$ cat src/hdl/rpcq_pkg.sv
// Shared types and constants for the read-priority command queue.
// Used by every module under hdl/; depends on nothing.
`default_nettype none

package rpcq_pkg;

  // Ring depths must be powers of two: pointers run modulo twice the depth.
  localparam int RING_DEPTH  = 128;
  localparam int ORDER_DEPTH = 256;
  localparam int RING_AW     = $clog2(RING_DEPTH);
  localparam int ORDER_AW    = $clog2(ORDER_DEPTH);

  // Command queue between the front and back parts
  localparam int CMD_Q_DEPTH = 2;
  localparam int CMD_Q_AW    = $clog2(CMD_Q_DEPTH);
  localparam int CMD_Q_CW    = $clog2(CMD_Q_DEPTH + 1);

  localparam int LBA_W   = 32;
  localparam int CNT_W   = 17;
  localparam int ENTRY_W = LBA_W + CNT_W;

  localparam logic [LBA_W-1:0] LBA28_MASK  = 32'h0FFF_FFFF;
  localparam logic [CNT_W-1:0] CNT_DEF_28  = 17'h0_0100;
  localparam logic [CNT_W-1:0] CNT_DEF_48  = 17'h1_0000;
  localparam logic [CNT_W-1:0] CNT_ZERO_AS = 17'h1_0000;

  // Configuration register indexes
  localparam int CFG_IDX_W = 2;
  localparam logic [CFG_IDX_W-1:0] CFG_POP_MODE    = 2'd0;
  localparam logic [CFG_IDX_W-1:0] CFG_CHS_HEADS   = 2'd1;
  localparam logic [CFG_IDX_W-1:0] CFG_CHS_SECTORS = 2'd2;
  localparam logic [CFG_IDX_W-1:0] CFG_MAX_LBA     = 2'd3;

  typedef enum logic [2:0] {
    ST_QUEUED  = 3'd0,
    ST_IGNORED = 3'd1,
    ST_RANGE   = 3'd2,
    ST_FULL    = 3'd3,
    ST_POPPED  = 3'd4,
    ST_EMPTY   = 3'd5
  } status_t;

  typedef enum logic [1:0] {
    CMD_PUSH   = 2'd0,  // translated command to store
    CMD_POP    = 2'd1,
    CMD_REPORT = 2'd2   // status settled in the front part
  } cmd_kind_t;

  typedef struct packed {
    logic        func;
    logic        class_write;
    logic        class_read;
    logic        addr_28bit;
    logic        addr_48bit;
    logic        no_sector_count;
    logic [31:0] fis_word1;
    logic [7:0]  fis_lba_high;
    logic [15:0] fis_count;
  } in_item_t;

  typedef struct packed {
    cmd_kind_t        kind;
    status_t          status;
    logic             is_write;
    logic [LBA_W-1:0] lba;
    logic [CNT_W-1:0] cnt;
  } cmd_t;

  typedef struct packed {
    status_t          status;
    logic [LBA_W-1:0] lba;
    logic [CNT_W-1:0] cnt;
    logic             is_write;
  } result_t;

endpackage

`default_nettype wire

$ cat src/hdl/rpcq_cmd_fifo.sv
// Short command queue between front and back parts.
// Depends on rpcq_pkg.
`default_nettype none

module rpcq_cmd_fifo import rpcq_pkg::*; (
  input  logic clk,
  input  logic rst,
  input  logic push,
  input  cmd_t push_data,
  output logic full,
  input  logic pop,
  output cmd_t pop_data,
  output logic empty
);

  cmd_t                entries [CMD_Q_DEPTH];
  logic [CMD_Q_AW-1:0] wr_ptr, rd_ptr;
  logic [CMD_Q_CW-1:0] fill;

  assign full     = (fill == CMD_Q_CW'(CMD_Q_DEPTH));
  assign empty    = (fill == '0);
  assign pop_data = entries[rd_ptr];

  always_ff @(posedge clk) begin
    if (rst) begin
      wr_ptr <= '0;
      rd_ptr <= '0;
      fill   <= '0;
    end else begin
      if (push) begin
        wr_ptr <= (wr_ptr == CMD_Q_AW'(CMD_Q_DEPTH - 1)) ? '0 : wr_ptr + 1'b1;
      end
      if (pop) begin
        rd_ptr <= (rd_ptr == CMD_Q_AW'(CMD_Q_DEPTH - 1)) ? '0 : rd_ptr + 1'b1;
      end
      if (push && !pop) begin
        fill <= fill + 1'b1;
      end else if (pop && !push) begin
        fill <= fill - 1'b1;
      end
    end
  end

  always_ff @(posedge clk) begin
    if (push) begin
      entries[wr_ptr] <= push_data;
    end
  end

endmodule

`default_nettype wire

$ cat config.mk
export PLATFORM = sky130hd
export DESIGN_NAME = rpcq_cmd_fifo
export DESIGN_NICKNAME = d
export VERILOG_FILES = /design/src/hdl/rpcq_pkg.sv /design/src/hdl/rpcq_cmd_fifo.sv
export SDC_FILE = /design/constraint.sdc
export NUM_CORES = 1
export LEC_CHECK = 0
export ABC_AREA = 1
export BUFFER_PORTS_ARGS = -buffer_cell sky130_fd_sc_hd__clkbuf_2
export CAP_MARGIN = 40
export CORE_MARGIN = 5
export CORE_UTILIZATION = 50
export CTS_CLUSTER_DIAMETER = 80
export DETAILED_ROUTE_END_ITERATION = 10
export PLACE_DENSITY = 0.76
export SETUP_SLACK_MARGIN = 0.15
export SYNTH_ARGS = -nofsm -noshare
export SYNTH_HDL_FRONTEND = slang
export SYNTH_SLANG_ARGS = --single-unit
$ cat constraint.sdc
create_clock -name clk -period 5.1 [get_ports clk]
set_input_delay 1.275 -clock clk [delete_from_list [all_inputs] [get_ports clk]]
set_output_delay 1.275 -clock clk [all_outputs]
set_load 0.02 [all_outputs]
-- Word-level counts from Yosys, hierarchy flattened
Memory sizes are Yosys's and may differ from the RTL's. A register that Yosys moved wholly into a read port is not among the register bits.
Cells that the tools add are included.
W data, S select, Z words.
- bits in registers: 4
- RAM bits: 110
- input port bits: 59
- word-level logic and storage cells: 23
- memories kept: 1
- memory list (name ; words ; width ; read ports ; clocked after memory_dff ; write ports ; RTL line ; RTL):
    entries ; 2 ; 55 ; 1 ; 1 ; 1 ; rpcq_cmd_fifo.sv:16 ; cmd_t entries [CMD_Q_DEPTH];
- $add $sub $neg: 4
- equal/unequal tests: 1
- muxes and demuxes: 8
- reduce and logical (&&, ||, !) cells: 6
- operator list (kind ; count):
    $mux W1 ; 6
    $mux W2 ; 2
    $add A1 B1 Y1 const B ; 2
    $add A2 B1 Y2 const B ; 1
    $eq A2 B2 Y1 const B ; 1
    $logic_and A1 B1 Y1 ; 2
    $logic_not A1 Y1 ; 2
    $logic_not A2 Y1 ; 1
    $reduce_bool A2 Y1 ; 1
    $sub A2 B1 Y2 const B ; 1

-- Depth between registers and ports, before layout
Gate-level depths: netlist of the first run.
- depth after elaboration: 4
- mapped depth: 8

-- Least setup slack after synthesis of the first run
Ideal clock, no wire load.
- path type: input to register
- start: input port push
- end: memory entries[0][0] (netlist name), enable pin
- library setup time: 469 ps
- arrival time: 3624 ps
- data required time: 4631 ps
- slack: 1007 ps
- cell stages on the path: 2
- buffers on the path: 0
- cells stage by stage: inv_1 -> nor2_1
- longest elaborated chain between the ends: 2
- ends and longest elaborated chain (what ; RTL line ; RTL):
    start, declared ; rpcq_cmd_fifo.sv:8 ; input logic push,
    $mux W1 ; rpcq_cmd_fifo.sv:45 ; if (push) begin
    $mux W1 (implied by the code) ; rpcq_cmd_fifo.sv:46 ; entries[wr_ptr] <= push_data;
    end, declared ; rpcq_cmd_fifo.sv:16 ;
No other way between the ends.

==> out/qor.csv, run 1 <==
metric,value,unit
finalHoldViolCount,0,
area_delta_synth_final,29.3,%
synth.ff_latch_count,115,
holdBufCountCts,0,
final_area,5750,sq um
synth_warnings,0,
hpwlAfterDp,5080,um
rows,34,
maxCapViolCount,0,
dieArea,10900,sq um
worstMarginPinSlew,0.626,ns
totalWireLength,7340,um
clk_pin_slew,0.06,ns
avgSynthCellArea,21.8,sq um
drtAntennaViolNets,0,
dp.cells,425,
finalSetupTns,0,ns
cp-start-kind,flip-flop,
grt-ovfl-total,0,
drive_gt1_share,59.0,%
irDropWorstVdd,291,uV
wl_per_cell,16.1,um
setup_viol,0,
drtPass1Iterations,4,
via_per_inst,4.81,
powerDensity,458,nW/um^2
num_io_pins,116,
clock_tree.buffer_depth,2,
place.gp.congestion,0.680,
slew_violations,0,
grt_pass1_wl,11800,um
crit_type,reg2out,
cp_num_buf_inv,2,
portBuffers,115,
htreeDepth,4,
critPathTopFamily,flip-flops,
synth_top_cell_area_share,74.3,%
fmax,306,MHz
diodes,0,
period_needed,3.27,ns
yosysTopAreaCell,edfxtp_1,
max_slew_margin,58.2,%
grt_pass1_vias,2400,
required,3.83,ns
critPathCaptureType,output pin,
fin_nets,396,
cts-resized-gates,0,
synth.area.top_cells,"edfxtp_1 (74%), mux2_4 (17%), buf_12 (2.3%)",
synthesis.area,4450,sq um
drtIter0Drc,99,
final_cells,457,
cts_root_buf,clkbuf_8,
numCtsBuffers,17,
track_usage,14.1,%
insertion_delay,0.50,ns
ys_types,16,
fp.dieW,104,um
slowest_delay,0.66,ns
final.period_utilization,64.1,%
cp_cell_sequence,buf_12 > mux2_2 > clkbuf_2,
power_leakage,0.00236,uW
vias,2198,
synthesis.nets,264,
skew,0.00641,ns
post_cts_buffers,0,
antenna_found_initial,0,
critPathMaxFanout,29,
initial_utilization,51.3,%
seq_area_frac_synth,76.5,%
die_h,104,um
design.core.area,8680,sq um
placed_cell_area,5120,sq um
rsz0062_at_grt,false,
syn_inst,204,
cts_tree,yes,
grt_start_max_net_pins,30,
hp-class,reg2reg,
status,"finished, final reports clean",
drcViolationCount,0,
slowest_stage,dfxtp_4,
crit_arrival,1.99,ns
numClockSinks,115,
-- worst register-to-register path, cell delays in order, from the launching register on --
cell	delay, ns
dfxtp_1	0.39
nand2_1	0.10
inv_2	0.47
buf_4	0.47
-- synth_stat cells --
cell and count:
nand2_1 5, mux2_4 50, nor3_1 1, buf_12 5, o21ai_0 1, buf_6 1, a21oi_1 1, xnor2_1 1
ha_1 1, inv_1 9, mux2_2 5, dfxtp_1 5, nand3_1 1, nand4_1 1, edfxtp_1 110, nor2_1 7
-- through the flow --
step                      hold slack, ns  total power [uW]  util (%)  worst slack (ns)
after floorplan                    0.480              1330         -              1.01
after global placement             0.496              1400      58.5              2.07
after detailed placement           0.518              1420      59.0              2.28
after CTS                          0.541              2660      66.3              1.78
after global routing               0.574              2730      66.3              1.71
final                              0.538              2630      66.3              1.83
-- power breakdown --
part           internal (uW)  total, uW  leakage [uW]  switching, uW
logic                    128        275      0.000989            147
clock network            842       1240      0.000300            399
registers               1090       1120       0.00107           24.5
-- cells in the final DEF, fill, tap and decap left out --
master and n:
clkbuf_2 115, edfxtp_1 110, mux2_4 50, clkbuf_16 16
inv_1 8, nor2_1 6, nand2_1 5, mux2_2 5
bufinv_16 5, clkinv_4 4, dfxtp_1 4, clkinvlp_4 2
clkbuf_1 2, buf_4 2, inv_2 1, nor2_4 1
o21ai_0 1, a21oi_1 1, xnor2_1 1, nor3_1 1
nand3_1 1, nand4_1 1, ha_1 1, dfxtp_4 1
clkbuf_8 1, clkinv_1 1, clkinv_2 1, buf_16 1
buf_12 1
-- per-layer routing --
layer	part of all wire, %	up-vias	global-route usage [%]
met3	7.2	10	6.08
met1	39	1060	15.3
met4	1.2	0	6.38
met5	0	-	0
li1	-	1053	-
met2	52	75	23.8
-- flip-flops by register name, indices dropped and copies added (netlist names), named ones only --
| signal | count |
|---|---|
| entries | 110 |
| fill | 2 |
| rd_ptr | 1 |
| wr_ptr | 1 |
-- cells by family (layout without fill, tap and decap cells) --
logic type | Yosys count | after routing | synth area share [%]
buf+inv | 15 | 160 | 3.26
xor+xnor | 1 | 1 | 0.197
fa+ha+maj | 1 | 1 | 0.281
flops | 115 | 115 | 76.5
simple gates | 15 | 15 | 1.38
compound gates | 2 | 2 | 0.225
mux | 55 | 55 | 18.1
-- layout make-up --
type	count	area, sq um
flip-flops and latches	115	3410
fillers	638	2930
multi-input cells	74	907
repair buffers	119	638
clock buffers	19	422
clock inverters	13	209
well taps	108	135
inverters	9	33.8
-- final timing paths --
check / from / endpoint / slack, ns / cells past startpoint
hold / removal: fill[0] / fill[0] / 0.54 / 2
setup / recovery: flip-flop / pop_data[34] / 1.83 / 3
hold reg to reg: fill[0] / fill[0] / 0.54 / 2
setup reg to reg: wr_ptr / entries[1][29] / 3.30 / 3
Note: power is estimated with default switching activity, not from simulation.
==> inputs of run 2 (changes only) <==
Settings changed: CORE_UTILIZATION 50 to 47, PLACE_DENSITY 0.76 to 0.75.
Clock period 5.1 ns to 2.8 ns, I/O delays scaled along.
==> out/qor.csv, run 2 (same netlist as run 1, synthesis figures left out) <==
metric,value,unit
status,"finished, final reports clean",
finalSetupTns,0,ns
design.core.area,9240,sq um
cp-start-kind,flip-flop,
num_io_pins,116,
diodes,0,
clock_tree.buffer_depth,2,
critPathCaptureType,output pin,
die_h,107,um
cts_tree,yes,
area_delta_synth_final,29.3,%
via_per_inst,4.66,
drtPass1Iterations,4,
setup_viol,0,
fmax,395,MHz
antenna_found_initial,0,
dp.cells,450,
cts_root_buf,clkbuf_8,
placed_cell_area,5190,sq um
vias,2236,
final_common_cell,clkbuf_2,
track_usage,14.0,%
cts-resized-gates,0,
largest_register,entries,
crit_arrival,1.83,ns
grt_start_max_net_pins,30,
grt_pass1_vias,2416,
fin_nets,400,
skew,0.0106,ns
hp-class,in2reg,
drtIter0Drc,91,
max_slew_margin,62.9,%
totalWireLength,7750,um
largest_register_ffs,110,
dieArea,11500,sq um
required,2.10,ns
numCtsBuffers,17,
final_cell_mix,"clkbuf_2 (115), edfxtp_1 (110), mux2_4 (50), clkbuf_16 (16), inv_1 (8)",
drcViolationCount,0,
p_total,4560,uW
worstMarginPinSlew,0.556,ns
portBuffers,115,
rsz0062_at_grt,false,
numClockSinks,115,
power_leakage,0.00236,uW
rows,35,
crit_type,reg2out,
final_cells,480,
period_needed,2.53,ns
final_area,5750,sq um
finalHoldViolCount,0,
grt_pass1_wl,11900,um
initial_utilization,48.1,%
holdBufCountCts,0,
reg_top3,"entries (110), fill (2)",
post_cts_buffers,0,
clk_pin_slew,0.06,ns
critPathMaxFanout,19,
wl_per_cell,16.1,um
slew_violations,0,
grt-ovfl-total,0,
maxCapViolCount,0,
htreeDepth,4,
drtAntennaViolNets,0,
hpwlAfterDp,5320,um
irDropWorstVdd,434,uV
drive_gt1_share,59.3,%
place.gp.congestion,0.674,
insertion_delay,0.50,ns
final.period_utilization,90.4,%
fp.dieW,107,um
powerDensity,793,nW/um^2
## run 2: per-layer routing
| metal | up-vias | share of wire, % | GRT usage, % |
|---|---|---|---|
| met5 | - | 0 | 0 |
| met4 | 0 | 0.45 | 5.39 |
| met3 | 4 | 7.4 | 6.48 |
| met2 | 79 | 55 | 24.4 |
| met1 | 1097 | 37 | 14.8 |
| li1 | 1056 | - | - |
## run 2: final cells by class
class / instances / area (sq um)
Clock inverter: 13 / 144
Fill cell: 678 / 3490
Inverter: 9 / 33.8
Multi-Input combinational cell: 74 / 907
Timing Repair Buffer: 123 / 686
Tap cell: 129 / 161
Clock buffer: 17 / 414
Sequential cell: 115 / 3410
## run 2: worst paths after layout
check / startpoint / endpoint / slack, ns / depth (start not counted)
min: push_data[10] / entries[1][10] / 0.39 / 1
max: flip-flop / pop_data[34] / 0.27 / 3
min reg2reg: rd_ptr / flip-flop / 0.51 / 2
max reg2reg: wr_ptr / entries[1][11] / 1.32 / 3
## run 2: power by group
group / leakage [uW] / internal, uW / switching [uW]
Combinational: 0.00101 / 241 / 274
Clock: 0.000268 / 1320 / 693
Sequential: 0.00107 / 1990 / 40.0
## run 2: metrics by stage
stage | setup WS [ns] | utilization, % | hold WS (ns)
6_report | 0.268 | 62.3 | 0.386
5_1_grt | 0.187 | 62.3 | 0.358
4_1_cts | 0.222 | 62.3 | 0.363
3_5_place_dp | 0.769 | 56.2 | 0.504
3_3_place_gp | 0.768 | 56.2 | 0.494
2_1_floorplan | 0.231 | - | 0.480
## run 2: critical path: stages, from the launching register on
cell and delay [ns]:
dfxtp_4 0.57, buf_12 0.24, mux2_2 0.35, clkbuf_2 0.15
==> inputs of run 3 (changes only) <==
Settings changed: RECOVER_POWER set to 25.
==> out/qor.csv, run 3 (same netlist as run 1, synthesis figures left out) <==
metric,value,unit
clock_tree.buffer_depth,2,
finalSetupTns,0,ns
crit_arrival,1.83,ns
met3_length,566,um
drtIter0Drc,61,
design.core.area,9240,sq um
place.gp.congestion,0.674,
max_slew_margin,62.9,%
fin_hold_ws,0.386,ns
numCtsBuffers,17,
rsz0062_at_grt,false,
setup_viol,0,
cp_num_buf_inv,2,
via_per_inst,4.67,
final_area,5730,sq um
hp-class,in2reg,
area_delta_synth_final,28.7,%
cp_cell_sequence,buf_12 > mux2_2 > clkbuf_2,
largest_register_ffs,110,
dieArea,11500,sq um
worstMarginPinSlew,0.555,ns
diodes,0,
critPathMaxFanout,19,
cts-resized-gates,0,
final.period_utilization,90.4,%
skew,0.0102,ns
finalHoldViolCount,0,
multiInputGateArea,907,sq um
cp-start-kind,flip-flop,
holdBufCountCts,0,
slowest_stage,dfxtp_4,
fp.dieW,107,um
fillers,692,
placed_cell_area,5190,sq um
slew_violations,0,
critPathCaptureType,output pin,
totalWireLength,7760,um
track_usage,14.0,%
cts_tree,yes,
drive_gt1_share,53.3,%
drtPass1Iterations,4,
grt-ovfl-total,0,
powerDensity,796,nW/um^2
drtAntennaViolNets,0,
status,"finished, final reports clean",
final_common_cell,edfxtp_1,
cts_root_buf,clkbuf_8,
crit_type,reg2out,
dp.cells,450,
die_h,107,um
drcViolationCount,0,
maxCapViolCount,0,
irDropWorstVdd,434,uV
grt_pass1_wl,11900,um
wl_met1,2900,um
final_cells,480,
initial_utilization,48.1,%
clk_pin_slew,0.06,ns
insertion_delay,0.50,ns
num_io_pins,116,
dr_wl_met2,4260,um
required,2.10,ns
fmax,395,MHz
fin_nets,400,
seqCellArea,3410,sq um
slowest_delay,0.57,ns
power_leakage,0.00229,uW
topRoutingLayerUsed,met4,
htreeDepth,4,
critPathTopFamily,flip-flops,
grt_start_max_net_pins,30,
grt_pass1_vias,2416,
hpwlAfterDp,5320,um
final_cell_mix,"edfxtp_1 (110), clkbuf_2 (94), mux2_4 (50), clkbuf_1 (21), clkbuf_16 (16)",
post_cts_buffers,0,
wl_per_cell,16.2,um
rows,35,
vias,2242,
largest_register,entries,
reg_top3,"entries (110), fill (2)",
antenna_found_initial,0,
period_needed,2.53,ns
numClockSinks,115,
portBuffers,115,
[run 3: cell counts in the layout (fill, tap and decap cells not counted)]
Identical to the previous run, type by type.
[run 3: per-layer routing]
layer  global-route usage (%)  up-vias
met5                        0        -
met4                     5.39        0
met3                     6.48        4
met2                     24.4       77
met1                     14.8     1106
li1                         -     1055
[run 3: cell type report]
cell class                 instances  share of cell area [%]
sequential                       115                    59.5
multi-input combinational         74                    15.8
timing repair buffer             123                    11.5
clock buffer                      17                    7.23
tap                              129                    2.82
clock inverter                    13                    2.51
inverter                           9                   0.590
[run 3: path summary, 6_finish.rpt]
path	from	end	slack, ns	depth (start not counted)
max reg2reg	wr_ptr	entries[1][11]	1.32	3
max	flip-flop	pop_data[34]	0.27	3
min reg2reg	rd_ptr	flip-flop	0.51	2
min	push_data[10]	entries[1][10]	0.39	1
[run 3: power breakdown]
group | leakage, uW | switching, uW | internal (uW)
logic | 0.000951 | 275 | 237
clock network | 0.000268 | 692 | 1320
registers | 0.00107 | 40.0 | 1990
total | 0.00229 | 1010 | 3550
[run 3: per-stage QoR]
| step | setup slack, ns | utilization [%] | total power [uW] |
|---|---|---|---|
| CTS | 0.222 | 62.3 | 4620 |
| detailed placement | 0.769 | 56.2 | 2590 |
| floorplan | 0.231 | - | 2430 |
| finish | 0.268 | 62.0 | 4560 |
| global route | 0.187 | 62.0 | 4740 |
| global placement | 0.768 | 56.2 | 2570 |
