### config.mk
export PLATFORM = sky130hd
export DESIGN_NAME = rpcq_front
export DESIGN_NICKNAME = d
export VERILOG_FILES = /design/src/hdl/rpcq_pkg.sv /design/src/hdl/rpcq_front.sv
export SDC_FILE = /design/constraint.sdc
export NUM_CORES = 1
export LEC_CHECK = 0
export BUFFER_PORTS_ARGS = -buffer_cell sky130_fd_sc_hd__buf_2
export CAP_MARGIN = 20
export CORE_UTILIZATION = 24
export DETAILED_ROUTE_END_ITERATION = 10
export GPL_ROUTABILITY_DRIVEN = 0
export PLACE_DENSITY = 0.38
export SLEW_MARGIN = 20
export SYNTH_ARGS = -nofsm -noshare
export SYNTH_HDL_FRONTEND = slang
export SYNTH_SLANG_ARGS = --single-unit
### constraint.sdc
create_clock -name clk -period 13.7 [get_ports clk]
set_input_delay 0 -clock clk [delete_from_list [all_inputs] [get_ports clk]]
set_output_delay 0 -clock clk [all_outputs]
set_load 0.05 [all_outputs]
### src/hdl/rpcq_pkg.sv
// Shared types and constants for the read-priority command queue.
// Used by every module under hdl/; depends on nothing.
`default_nettype none

package rpcq_pkg;

  // Ring depths must be powers of two: pointers run modulo twice the depth.
  localparam int RING_DEPTH  = 128;
  localparam int ORDER_DEPTH = 256;
  localparam int RING_AW     = $clog2(RING_DEPTH);
  localparam int ORDER_AW    = $clog2(ORDER_DEPTH);

  // Command queue between the front and back parts
  localparam int CMD_Q_DEPTH = 2;
  localparam int CMD_Q_AW    = $clog2(CMD_Q_DEPTH);
  localparam int CMD_Q_CW    = $clog2(CMD_Q_DEPTH + 1);

  localparam int LBA_W   = 32;
  localparam int CNT_W   = 17;
  localparam int ENTRY_W = LBA_W + CNT_W;

  localparam logic [LBA_W-1:0] LBA28_MASK  = 32'h0FFF_FFFF;
  localparam logic [CNT_W-1:0] CNT_DEF_28  = 17'h0_0100;
  localparam logic [CNT_W-1:0] CNT_DEF_48  = 17'h1_0000;
  localparam logic [CNT_W-1:0] CNT_ZERO_AS = 17'h1_0000;

  // Configuration register indexes
  localparam int CFG_IDX_W = 2;
  localparam logic [CFG_IDX_W-1:0] CFG_POP_MODE    = 2'd0;
  localparam logic [CFG_IDX_W-1:0] CFG_CHS_HEADS   = 2'd1;
  localparam logic [CFG_IDX_W-1:0] CFG_CHS_SECTORS = 2'd2;
  localparam logic [CFG_IDX_W-1:0] CFG_MAX_LBA     = 2'd3;

  typedef enum logic [2:0] {
    ST_QUEUED  = 3'd0,
    ST_IGNORED = 3'd1,
    ST_RANGE   = 3'd2,
    ST_FULL    = 3'd3,
    ST_POPPED  = 3'd4,
    ST_EMPTY   = 3'd5
  } status_t;

  typedef enum logic [1:0] {
    CMD_PUSH   = 2'd0,  // translated command to store
    CMD_POP    = 2'd1,
    CMD_REPORT = 2'd2   // status settled in the front part
  } cmd_kind_t;

  typedef struct packed {
    logic        func;
    logic        class_write;
    logic        class_read;
    logic        addr_28bit;
    logic        addr_48bit;
    logic        no_sector_count;
    logic [31:0] fis_word1;
    logic [7:0]  fis_lba_high;
    logic [15:0] fis_count;
  } in_item_t;

  typedef struct packed {
    cmd_kind_t        kind;
    status_t          status;
    logic             is_write;
    logic [LBA_W-1:0] lba;
    logic [CNT_W-1:0] cnt;
  } cmd_t;

  typedef struct packed {
    status_t          status;
    logic [LBA_W-1:0] lba;
    logic [CNT_W-1:0] cnt;
    logic             is_write;
  } result_t;

endpackage

`default_nettype wire

### src/hdl/rpcq_front.sv
// Front part: accepts items, translates CHS/28-bit/48-bit addresses, checks range.
// Depends on rpcq_pkg.
`default_nettype none

module rpcq_front import rpcq_pkg::*; (
  input  logic        clk,
  input  logic        rst,
  input  logic        in_valid,
  output logic        in_ready,
  input  in_item_t    in_item,
  input  logic [4:0]  chs_heads,
  input  logic [7:0]  chs_sectors,
  input  logic [31:0] max_lba,
  output logic        q_push,
  output cmd_t        q_data,
  input  logic        q_full
);

  typedef enum logic [3:0] {
    F_IDLE = 4'b0001,
    F_MUL1 = 4'b0010,
    F_MUL2 = 4'b0100,
    F_CHK  = 4'b1000
  } front_state_t;

  front_state_t state, state_next;
  in_item_t     item;
  logic [20:0]  prod1;
  logic [28:0]  prod2;

  logic [LBA_W-1:0] lba_chs, lba;
  logic [CNT_W-1:0] cnt;
  logic [33:0]      range_sum, range_lim;
  logic             out_of_range;

  assign in_ready = (state == F_IDLE);

  always_ff @(posedge clk) begin
    if (rst) begin
      state <= F_IDLE;
    end else begin
      state <= state_next;
    end
  end

  // CHS chain: (cyl * heads + head) * sectors, one multiply per cycle
  always_ff @(posedge clk) begin
    if (in_valid && in_ready) begin
      item <= in_item;
    end
    if (state == F_MUL1) begin
      prod1 <= 21'({5'd0, item.fis_word1[23:8]} * {16'd0, chs_heads})
               + 21'(item.fis_word1[27:24]);
    end
    if (state == F_MUL2) begin
      prod2 <= 29'({8'd0, prod1} * {21'd0, chs_sectors});
    end
  end

  always_comb begin
    state_next = state;
    unique case (state)
      F_IDLE: begin
        if (in_valid) begin
          state_next = in_item.func ? F_CHK : F_MUL1;
        end
      end
      F_MUL1: state_next = F_MUL2;
      F_MUL2: state_next = F_CHK;
      F_CHK: begin
        if (!q_full) begin
          state_next = F_IDLE;
        end
      end
      default: state_next = F_IDLE;
    endcase
  end

  always_comb begin
    // sector 0 wraps below zero, as the address arithmetic is modulo 2^32
    lba_chs = 32'(prod2) + 32'(item.fis_word1[7:0]) - 32'd1;
    lba     = '0;
    cnt     = '0;
    priority if (item.addr_28bit) begin
      lba = item.fis_word1[30] ? (item.fis_word1 & LBA28_MASK) : lba_chs;
      cnt = {9'd0, item.fis_count[7:0]};
      if (cnt == '0 && !item.no_sector_count) begin
        cnt = CNT_DEF_28;
      end
    end else if (item.addr_48bit) begin
      lba = {item.fis_lba_high, item.fis_word1[23:0]};
      cnt = {1'b0, item.fis_count};
      if (cnt == '0 && !item.no_sector_count) begin
        cnt = CNT_DEF_48;
      end
    end
    range_sum    = 34'(lba) + 34'(cnt);
    range_lim    = 34'(max_lba) + 34'd1;
    out_of_range = !item.no_sector_count && (range_sum > range_lim);
  end

  always_comb begin
    q_data.kind     = CMD_PUSH;
    q_data.status   = ST_QUEUED;
    q_data.is_write = item.class_write;
    q_data.lba      = lba;
    q_data.cnt      = cnt;
    priority if (item.func) begin
      q_data.kind = CMD_POP;
    end else if (!item.class_write && !item.class_read) begin
      q_data.kind   = CMD_REPORT;
      q_data.status = ST_IGNORED;
    end else if (out_of_range) begin
      q_data.kind   = CMD_REPORT;
      q_data.status = ST_RANGE;
    end
  end

  assign q_push = (state == F_CHK) && !q_full;

endmodule

`default_nettype wire

After elaboration in Yosys (flattened, before gate mapping)
Index checks and enable logic that the tools add are counted.

Register bits after elaboration: 115. Bits of input ports: 111. Output and inout port bits: 57.

Muxes and demuxes: 15. Magnitude comparators: 1. Add/subtract/negate cells: 5. Multipliers: 2. Reductions and logical operators: 13. Equality and inequality tests: 6.

Operators by type and width (count): 2-to-1 mux 32 bit (3); 2-to-1 mux 17 bit (3); adder 32 x 1 -> 33 bit (second input constant) (1); adder 32 x 17 -> 33 bit (1); greater-than comparator 33 bit (1); subtractor 30 x 1 -> 31 bit (second input constant) (1); adder 29 x 8 -> 30 bit (1); multiplier 21 x 8 -> 29 bit (1); adder 21 x 4 -> 21 bit (1); multiplier 16 x 5 -> 21 bit (1); zero test 16 bit (1); one-hot mux 4 bit (4 select lines) (1); 2-to-1 mux 4 bit (3); 2-to-1 mux 5 bit (2); 2-to-1 mux 9 bit (1); zero test 8 bit (1); logical AND 1 bit (6); equality test 4 x 1 -> 1 bit (second input constant) (1); equality test 4 x 2 -> 1 bit (second input constant) (1); equality test 4 x 3 -> 1 bit (second input constant) (1); equality test 4 bit (second input constant) (1); zero test 1 bit (4); inequality test 2 bit (second input constant) (2); 2-to-1 mux 3 bit (1); other kinds (2) (2).

Depth between registers and ports, before layout
Gate-level depths: netlist of run 1.

Depth in word-level cells: 11. Depth in mapped cells: 35. Gate-level depth less buffers: 35.

Worst setup path before layout of run 1
OpenSTA, ideal clock, no wires.

Path type: register to output. Start point: register item[27] in the netlist's numbering. End point: output q_data[51] in the netlist's numbering. Required time: 13.700 ns. Cell stages (with the launch flop): 31. Slack: 6.119 ns. Arrival time: 7.581 ns. Path through: edfxtp_1 inv_1 ha_1 inv_1 ha_1 o21a_1 a2111o_1 a21oi_1 o21bai_1 a21oi_1 o21bai_1 a21oi_1 xor2_1 o21ai_0 ha_1 nand2_1 or2_1 o211a_1 o41ai_4 o21ai_2 nor3_4 nand4_4 nor4_2 xor2_1 ha_1 nand4_1 nor4_1 a311oi_1 nor2b_1 a31oi_1 a21oi_1.

RTL lines: from (decl) (line rpcq_front.sv:27) `in_item_t item;`; from (signal assigned) (line rpcq_front.sv:49) `item <= in_item;`; to (decl) (line rpcq_front.sv:15) `output cmd_t q_data,`.

==> reports/summary.md, run 1 <==
## Critical path
- item[26]$_DFFE_PP_ — Critical path origin
- 610 ps — slowest stage delay, CP
- 3 — CP Buf/Inv Count
- output pin — Worst setup EP type
- 7880 ps — data arrival time of the critical path
- nor4_1 — Max stage delay cell, worst path
- 4 — maximum fanout encountered on the critical timing path
- 7760 ps — FF-to-FF setup slack
- 17 — R2R depth
- register to output pin — kind of critical path
- 13700 ps — required time of the critical path
- register — critical path launch point type
- compound AO/OA/AOI/OAI gates — cell family with the largest share of critical-path delay
- prod2[25]$_DFFE_PP_ — capture point of the worst reg-to-reg path
- prod1[1]$_DFFE_PN_ — startpoint of the worst register-to-register path

## STA
- 57.50% — final worst-path cycle share
- 0 ps — total negative slack
- 0 — final setup fails
- 0 — fin. max-slew vios
- no — unrepaired setup endpoints after global routing
- 0.1270 GHz — fmax
- 7877 ps — crit path time final
- 814.7 ps — transition time at the pin with the least slew margin
- 0 — count of final hold-check violations
- 17.68 ps — worst setup skew after layout
- 45.58% — worst max-slew margin expressed relative to the limit

## Die
- 0.06756 mm² — Die Outline Area
- 259.9 µm — die width
- 94 — FP Rows
- 259.9 µm — Die Y
- 0.06575 mm² — Floorplan Core Area
- 168 — top-level I/O count
- 24.28% — initial core utilization

## Yosys
- 93 — number of different library cells in the post-synthesis netlist
- inv_1 — most frequent cell after synthesis
- 9.154 µm² — synthesized area per cell
- edfxtp_1 — prevailing post-synth register cell
- edfxtp_1 21%, fa_1 20%, ha_1 14%, inv_1 5.4%, and2_1 5.2% — leading post-synthesis cells by cell area
- 20.50% — Yosys top cell area share
- 113 — number of flip-flops and latches in the synthesized netlist
- 21.00% — share of the yosys chip area belonging to registers
- 2197 — post-synthesis net count
- 109 — number of enable-type register cells in the synthesized netlist
- 0 — Synthesis Warnings
- edfxtp_1 — library cell occupying the most area in the post-synthesis netlist
- 0% — fraction of synthesis flops using an asynchronous set or reset pin
- 231 x inv_1, 217 x nand2_1, 180 x ha_1 — leading cell types by count after synthesis
- 0.01597 mm² — netlist area before placement
- 1744 — count of mapped cells out of synthesis

## Detailed routing
- 0 — antenna viol nets, final
- 0 — Residual DRC
- 16.55 µm — routed wire length per instance
- 46.93 mm — wire length reported by the detailed router
- 5 — router iterations before antenna repair
- 12790 — routed via count
- 4.510 — routed vias/inst
- 554 — DR iter-0 viols

## Clock tree
- clkbuf_16 — Clock Root Buffer
- 0 — post-CTS setup buffers
- done — clock tree from TritonCTS
- 17 — number of buffers added by the clock tree synthesis step
- 460 ps — clk_lat worst skew
- 113 — total clock sinks
- 2 — worst-case clock buffer depth
- 4 — number of H-tree levels
- 70 ps — clock transition at the registers of the reported paths

## Worst hold path
- 6 — hold depth
- primary input to register — Tightest Hold Check Type
- state[0]$_SDFFE_PP1P_ — end point of the most critical hold path
- q_full — source of the worst hold timing path

## Pwr
- 1.242 mW — net switching power
- 1.435 mW — cell internal pwr
- 2.677 mW — post-layout total power
- 0.00006447 V — Max VDD drop
- 20.1% — sequential fraction of design power
- 46.39% — switching fraction of total power
- 8.791 nW — leakage dissipation
- 17.5% — portion of total power attributed to the clock network
- 141.1 mW/mm² — Pwr per Cell Area
- 62.4% — share of power burned in combinational logic

## Global route
- 0 — antenna violations before repair
- 0 — remaining global-route overflow
- 74.58 mm — global-route wire length before repair
- 14.27% — global router's overall resource usage
- 13430 — vias in the first global route
- 44 — pin count of the biggest net entering global routing

## Placed design
- 2742 — DP Cell Count
- 0.01777 mm² — Post-Place Cell Area
- 163 — PortBufs
- 38.32 mm — DP Wirelength

## Layout
- 28.86% — fin util
- 18.85% — Layout Area Growth over Synthesis
- 2411 — Final nets
- 12.53% — fraction of final layout cells sized beyond drive strength 1
- 0.01897 mm² — post-route cell area
- 2836 — number of cells in the finished layout apart from fillers

## Run status
- complete, no violations — outcome

## Flow run
- 0 — # Max-Cap Violations

## worst reg2reg max path, cell delays in order, from the launching register on
cell and delay, ps:
edfxtp_1 550, and2_1 260, fa_1 460, fa_1 540, inv_1 50, fa_1 460, fa_1 540, inv_1 40
ha_1 310, o21ai_0 130, a21boi_0 440, o21ai_0 320, a31oi_1 420, a211oi_1 190, o311ai_0 570, a21o_1 190
a21oi_1 70, xnor2_1 140
## flip-flops by register name, summed over array words and instances (netlist names)
| register | cells |
|---|---|
| item | 58 |
| prod1 | 21 |
| prod2 | 29 |
| q_data | 1 |
| state | 4 |
## logic make-up after synthesis
kind of cell	share of synthesized area [%]
AOI/OAI and AO/OA	12.34
xor gates and xnor gates	5.925
adders and majority gates	34.42
buffers and inverters	6.442
DFF	21.00
muxes	0.3997
other	0.02349
and+or+nand+nor	19.44
## layout make-up
cell class / count / area, µm²
fill: 7029 / 46770
multi-input combinational: 1363 / 11600
sequential: 113 / 3353
timing repair buffer: 232 / 1486
tap: 864 / 1081
inverter: 231 / 867.1
clock buffer: 17 / 425.4
clock inverter: 15 / 162.7
antenna: 1 / 2.502
## power by group through the flow
| stage | combinational [mW] | clock (mW) | sequential, mW |
|---|---|---|---|
| after global placement | 1.68 | 0 | 0.546 |
| after detailed placement | 1.68 | 0 | 0.546 |
| after CTS | 1.71 | 0.488 | 0.539 |
| final | 1.67 | 0.468 | 0.538 |
| after floorplan | 1.28 | 0 | 0.517 |
| after global routing | 1.90 | 0.497 | 0.544 |
## layout by cell type, fill, tap and decap left out, types with 11 or more instances in the layout
| cell | n |
|---|---|
| a21o_1 | 34 |
| a21oi_1 | 88 |
| and2_1 | 132 |
| and3_1 | 17 |
| buf_2 | 163 |
| clkbuf_16 | 17 |
| dlygate4sd3_1 | 61 |
| edfxtp_1 | 109 |
| fa_1 | 162 |
| ha_1 | 180 |
| inv_1 | 231 |
| nand2_1 | 217 |
| nand2b_1 | 11 |
| nand3_1 | 32 |
| nand4_1 | 16 |
| nor2_1 | 104 |
| nor2b_1 | 20 |
| nor3_1 | 20 |
| o21a_1 | 20 |
| o21ai_0 | 45 |
| o21ai_1 | 12 |
| xnor2_1 | 70 |
| xor2_1 | 38 |
## worst max path at each step
stage,endpoint,slack (ps),depth (start not counted)
global placement,q_data[51],6410,31
floorplan,q_data[51],6120,30
global route,q_data[54],5160,31
finish,q_data[51],5820,31
CTS,q_data[54],5850,31
detailed placement,q_data[54],6370,31
## through the flow
stage                     hold slack [ps]  setup slack, ps
after CTS                           69.26             5845
after global routing                174.7             5164
final                               103.2             5823
after global placement              178.1             6408
after floorplan                     71.61             6119
after detailed placement            178.1             6374
## per-layer routing
layer	vias up	global-route usage (%)	share of wire [%]
met5	-	0	0
met4	0	2.516	0.78
met3	24	1.589	2.1
met2	156	24.89	50
met1	6320	19.02	47
li1	6291	-	-
## repair_timing
| item | CTS | global route |
|---|---|---|
| hold buffers | 61 | 0 |
| endpoints found under the setup margin | 0 | 0 |
| hold endpoints to repair | 63 | 0 |
| resized for setup | 0 | 0 |
Note: power is estimated with default switching activity, not from simulation.
==> inputs of run 2 (changes only) <==
--- a/config.mk
+++ b/config.mk
@@ -10,7 +10,7 @@
 export CORE_UTILIZATION = 24
 export DETAILED_ROUTE_END_ITERATION = 10
 export GPL_ROUTABILITY_DRIVEN = 0
-export PLACE_DENSITY = 0.38
+export PLACE_DENSITY = 0.4
 export SLEW_MARGIN = 20
 export SYNTH_ARGS = -nofsm -noshare
 export SYNTH_HDL_FRONTEND = slang
==> constraint.sdc (replaced) <==
create_clock -name clk -period 7.2 [get_ports clk]
set_input_delay 0 -clock clk [delete_from_list [all_inputs] [get_ports clk]]
set_output_delay 0 -clock clk [all_outputs]
set_load 0.05 [all_outputs]
==> run 2 against run 1 <==
  * First-iteration DRC count up 3.8%
  * Sequential power up 90%
  * Wire length down 0.26%
  * Count of clock-buffer cells in the layout unchanged
  * Clock power up 82%
  * Critical path depth up 3
  * Largest cell class unchanged
  * Non-clock buffer count up 13
  * Die area unchanged
  * Utilization up 0.36 points
  * Combinational power up 93%
  * Setup slack worse by 5700 ps
  * Largest power group unchanged
==> reports/summary.md, run 2 (synthesis results as in run 1) <==
## Critical path
- a21o_1 — critical path's most frequent cell
- output pin — Worst setup EP type
- a2111o_1 — Max stage delay cell, worst path
- 7090 ps — data arrival time of the critical path, -790 ps
- prod1[1]$_DFFE_PN_ — startpoint of the worst register-to-register path
- 4 — maximum fanout encountered on the critical timing path, unchanged
- register to output pin — kind of critical path
- 470 ps — slowest stage delay, CP, -140 ps
- item[25]$_DFFE_PP_ — Critical path origin
- register — critical path launch point type
- 7200 ps — required time of the critical path, -6500 ps

## Detailed routing
- 0 — antenna viol nets, final, unchanged
- 46.81 mm — wire length reported by the detailed router, -0.26%
- met4 — uppermost signal routing layer after detailed routing
- 21.90 mm — Post-Route M1 WL, -1.6%
- 1.261 mm — detailed route wirelength on metal3, +31%
- 5 — router iterations before antenna repair, unchanged
- 575 — DR iter-0 viols, +3.8%
- 12910 — routed via count, +0.91%
- 22.93 mm — met2 layer wire length in the routed design, -1.8%
- 4.530 — routed vias/inst, +0.45%
- 16.43 µm — routed wire length per instance, -0.72%
- 0 — Residual DRC, unchanged

## STA
- 0 — fin. max-slew vios, unchanged
- 113.7 ps — post-layout worst setup margin, -5709 ps
- 0 ps — total negative slack, unchanged
- yes — unrepaired setup endpoints after global routing
- 889.8 ps — transition time at the pin with the least slew margin, +75.11 ps
- 0 — final setup fails, unchanged
- 0 — count of final hold-check violations, unchanged
- 40.68% — worst max-slew margin expressed relative to the limit, -4.9 points
- 98.42% — final worst-path cycle share
- 109.9 ps — Final Hold Slack, +6.737 ps
- 0.1411 GHz — fmax
- 7086 ps — crit path time final
- 11.96 ps — worst setup skew after layout, -5.721 ps

## Clock tree
- 4 — number of H-tree levels, unchanged
- 2 — worst-case clock buffer depth, unchanged
- 17 — number of buffers added by the clock tree synthesis step, unchanged
- 450 ps — clk_lat worst skew, about the same
- done — clock tree from TritonCTS
- 113 — total clock sinks, unchanged
- 60 ps — clock transition at the registers of the reported paths, about the same
- clkbuf_16 — Clock Root Buffer

## Pwr
- 265.1 mW/mm² — Pwr per Cell Area, +88%
- 0.0001142 V — Max VDD drop, +77%
- 63.2% — share of power burned in combinational logic, +0.8 points
- 5.093 mW — post-layout total power, +90%
- 2.325 mW — net switching power, +87%
- 2.767 mW — cell internal pwr, +93%
- 20.1% — sequential fraction of design power, about the same
- 16.7% — portion of total power attributed to the clock network, -0.8 points
- 45.66% — switching fraction of total power, -0.73 points
- 8.870 nW — leakage dissipation, +0.90%

## Die
- 259.9 µm — Die Y, unchanged
- 24.28% — initial core utilization, unchanged
- 94 — FP Rows, unchanged
- 259.9 µm — die width, unchanged
- 0.06756 mm² — Die Outline Area, unchanged
- 0.06575 mm² — Floorplan Core Area, unchanged
- 168 — top-level I/O count, unchanged

## Layout
- 29.22% — fin util, +0.36 points
- 0.01921 mm² — post-route cell area, +1.3%
- 20.34% — Layout Area Growth over Synthesis
- 227 x inv_1, 217 x nand2_1, 174 x ha_1 — top library cells by usage in the layout, fill and taps aside
- inv_1 — leading cell type in the layout, fill and taps excluded
- 14.31% — fraction of final layout cells sized beyond drive strength 1, +1.8 points
- 2849 — number of cells in the finished layout apart from fillers, +0.46%
- 2424 — Final nets, +0.54%
- item — top register by number of flip-flops
- 6980 — fill cell total of the finished layout, -0.70%
- item x58, prod2 x29, prod1 x21 — registers with the highest flip-flop counts
- 58 — number of flip-flops under the largest register name, unchanged

## Placed design
- 2746 — DP Cell Count, +0.15%
- 166.1 ps — worst slack, placed, -6208 ps
- 38.14 mm — DP Wirelength, -0.47%
- 163 — PortBufs, unchanged
- 0.01782 mm² — Post-Place Cell Area, +0.25%

## Global route
- 61 — pin count of the biggest net entering global routing, +39%
- 13570 — vias in the first global route, +1.0%
- 0 — remaining global-route overflow, unchanged
- 1 — antenna violations before repair, +1
- 73.77 mm — global-route wire length before repair, -1.1%
- 14.12% — global router's overall resource usage, -0.15 points

## Flow run
- 0 — # Max-Cap Violations, unchanged

## Worst hold path
- q_full — source of the worst hold timing path
- primary input to register — Tightest Hold Check Type

## Run status
- complete, no violations — outcome

## run 2: final cells by class
type	count	area (µm²)	share of cell area [%]
flip-flops and latches	113	3353	17.45
multi-input cells	1363	11740	61.13
inverters	231	869.6	4.526
well taps	864	1081	5.627
diodes	1	2.502	0.01303
clock inverters	15	143.9	0.7489
repair buffers	245	1593	8.290
clock buffers	17	425.4	2.214
## run 2: power by group through the flow
stage / Sequential [mW] / Combinational (mW) / Clock [mW]
3_3_place_gp: 1.04 / 3.19 / 0
6_report: 1.02 / 3.22 / 0.850
4_1_cts: 1.03 / 3.27 / 0.880
5_1_grt: 1.03 / 3.64 / 0.899
3_5_place_dp: 1.04 / 3.21 / 0
2_1_floorplan: 0.984 / 2.44 / 0
## run 2: routing by layer
layer  vias to the layer above  track usage [%]
met5                         -                0
met4                         0            3.301
met3                        41            1.813
met2                       185            24.45
met1                      6373            18.50
li1                       6308                -
## run 2: path summary, 6_finish.rpt
kind	slack, ps	endpoint	depth (start not counted)
max	110	q_data[51]	34
min	110	state[0]$_SDFFE_PP1P_	6
min reg2reg	610	state[0]$_SDFFE_PP1P_	2
max reg2reg	1280	prod2[25]$_DFFE_PP_	17
## run 2: worst max-delay path: cells and delay by family (launching register included)
family / cells / cell delay [ps]
adder cells (fa/ha/maj): 4 / 1040
buffers and inverters: 3 / 320
AO/OA/AOI/OAI: 19 / 3610
flip-flops: 1 / 380
XOR/XNOR: 2 / 360
AND/OR/NAND/NOR: 6 / 910
## run 2: timing repair
item                                   4_1_cts  5_1_grt
setup buffers                                4        5
pin swaps                                    5       31
endpoints found under the hold margin       63        0
hold buffers                                61        0
setup endpoints to repair                    2        2
resized for setup                            8       22
gates cloned                                 0        0
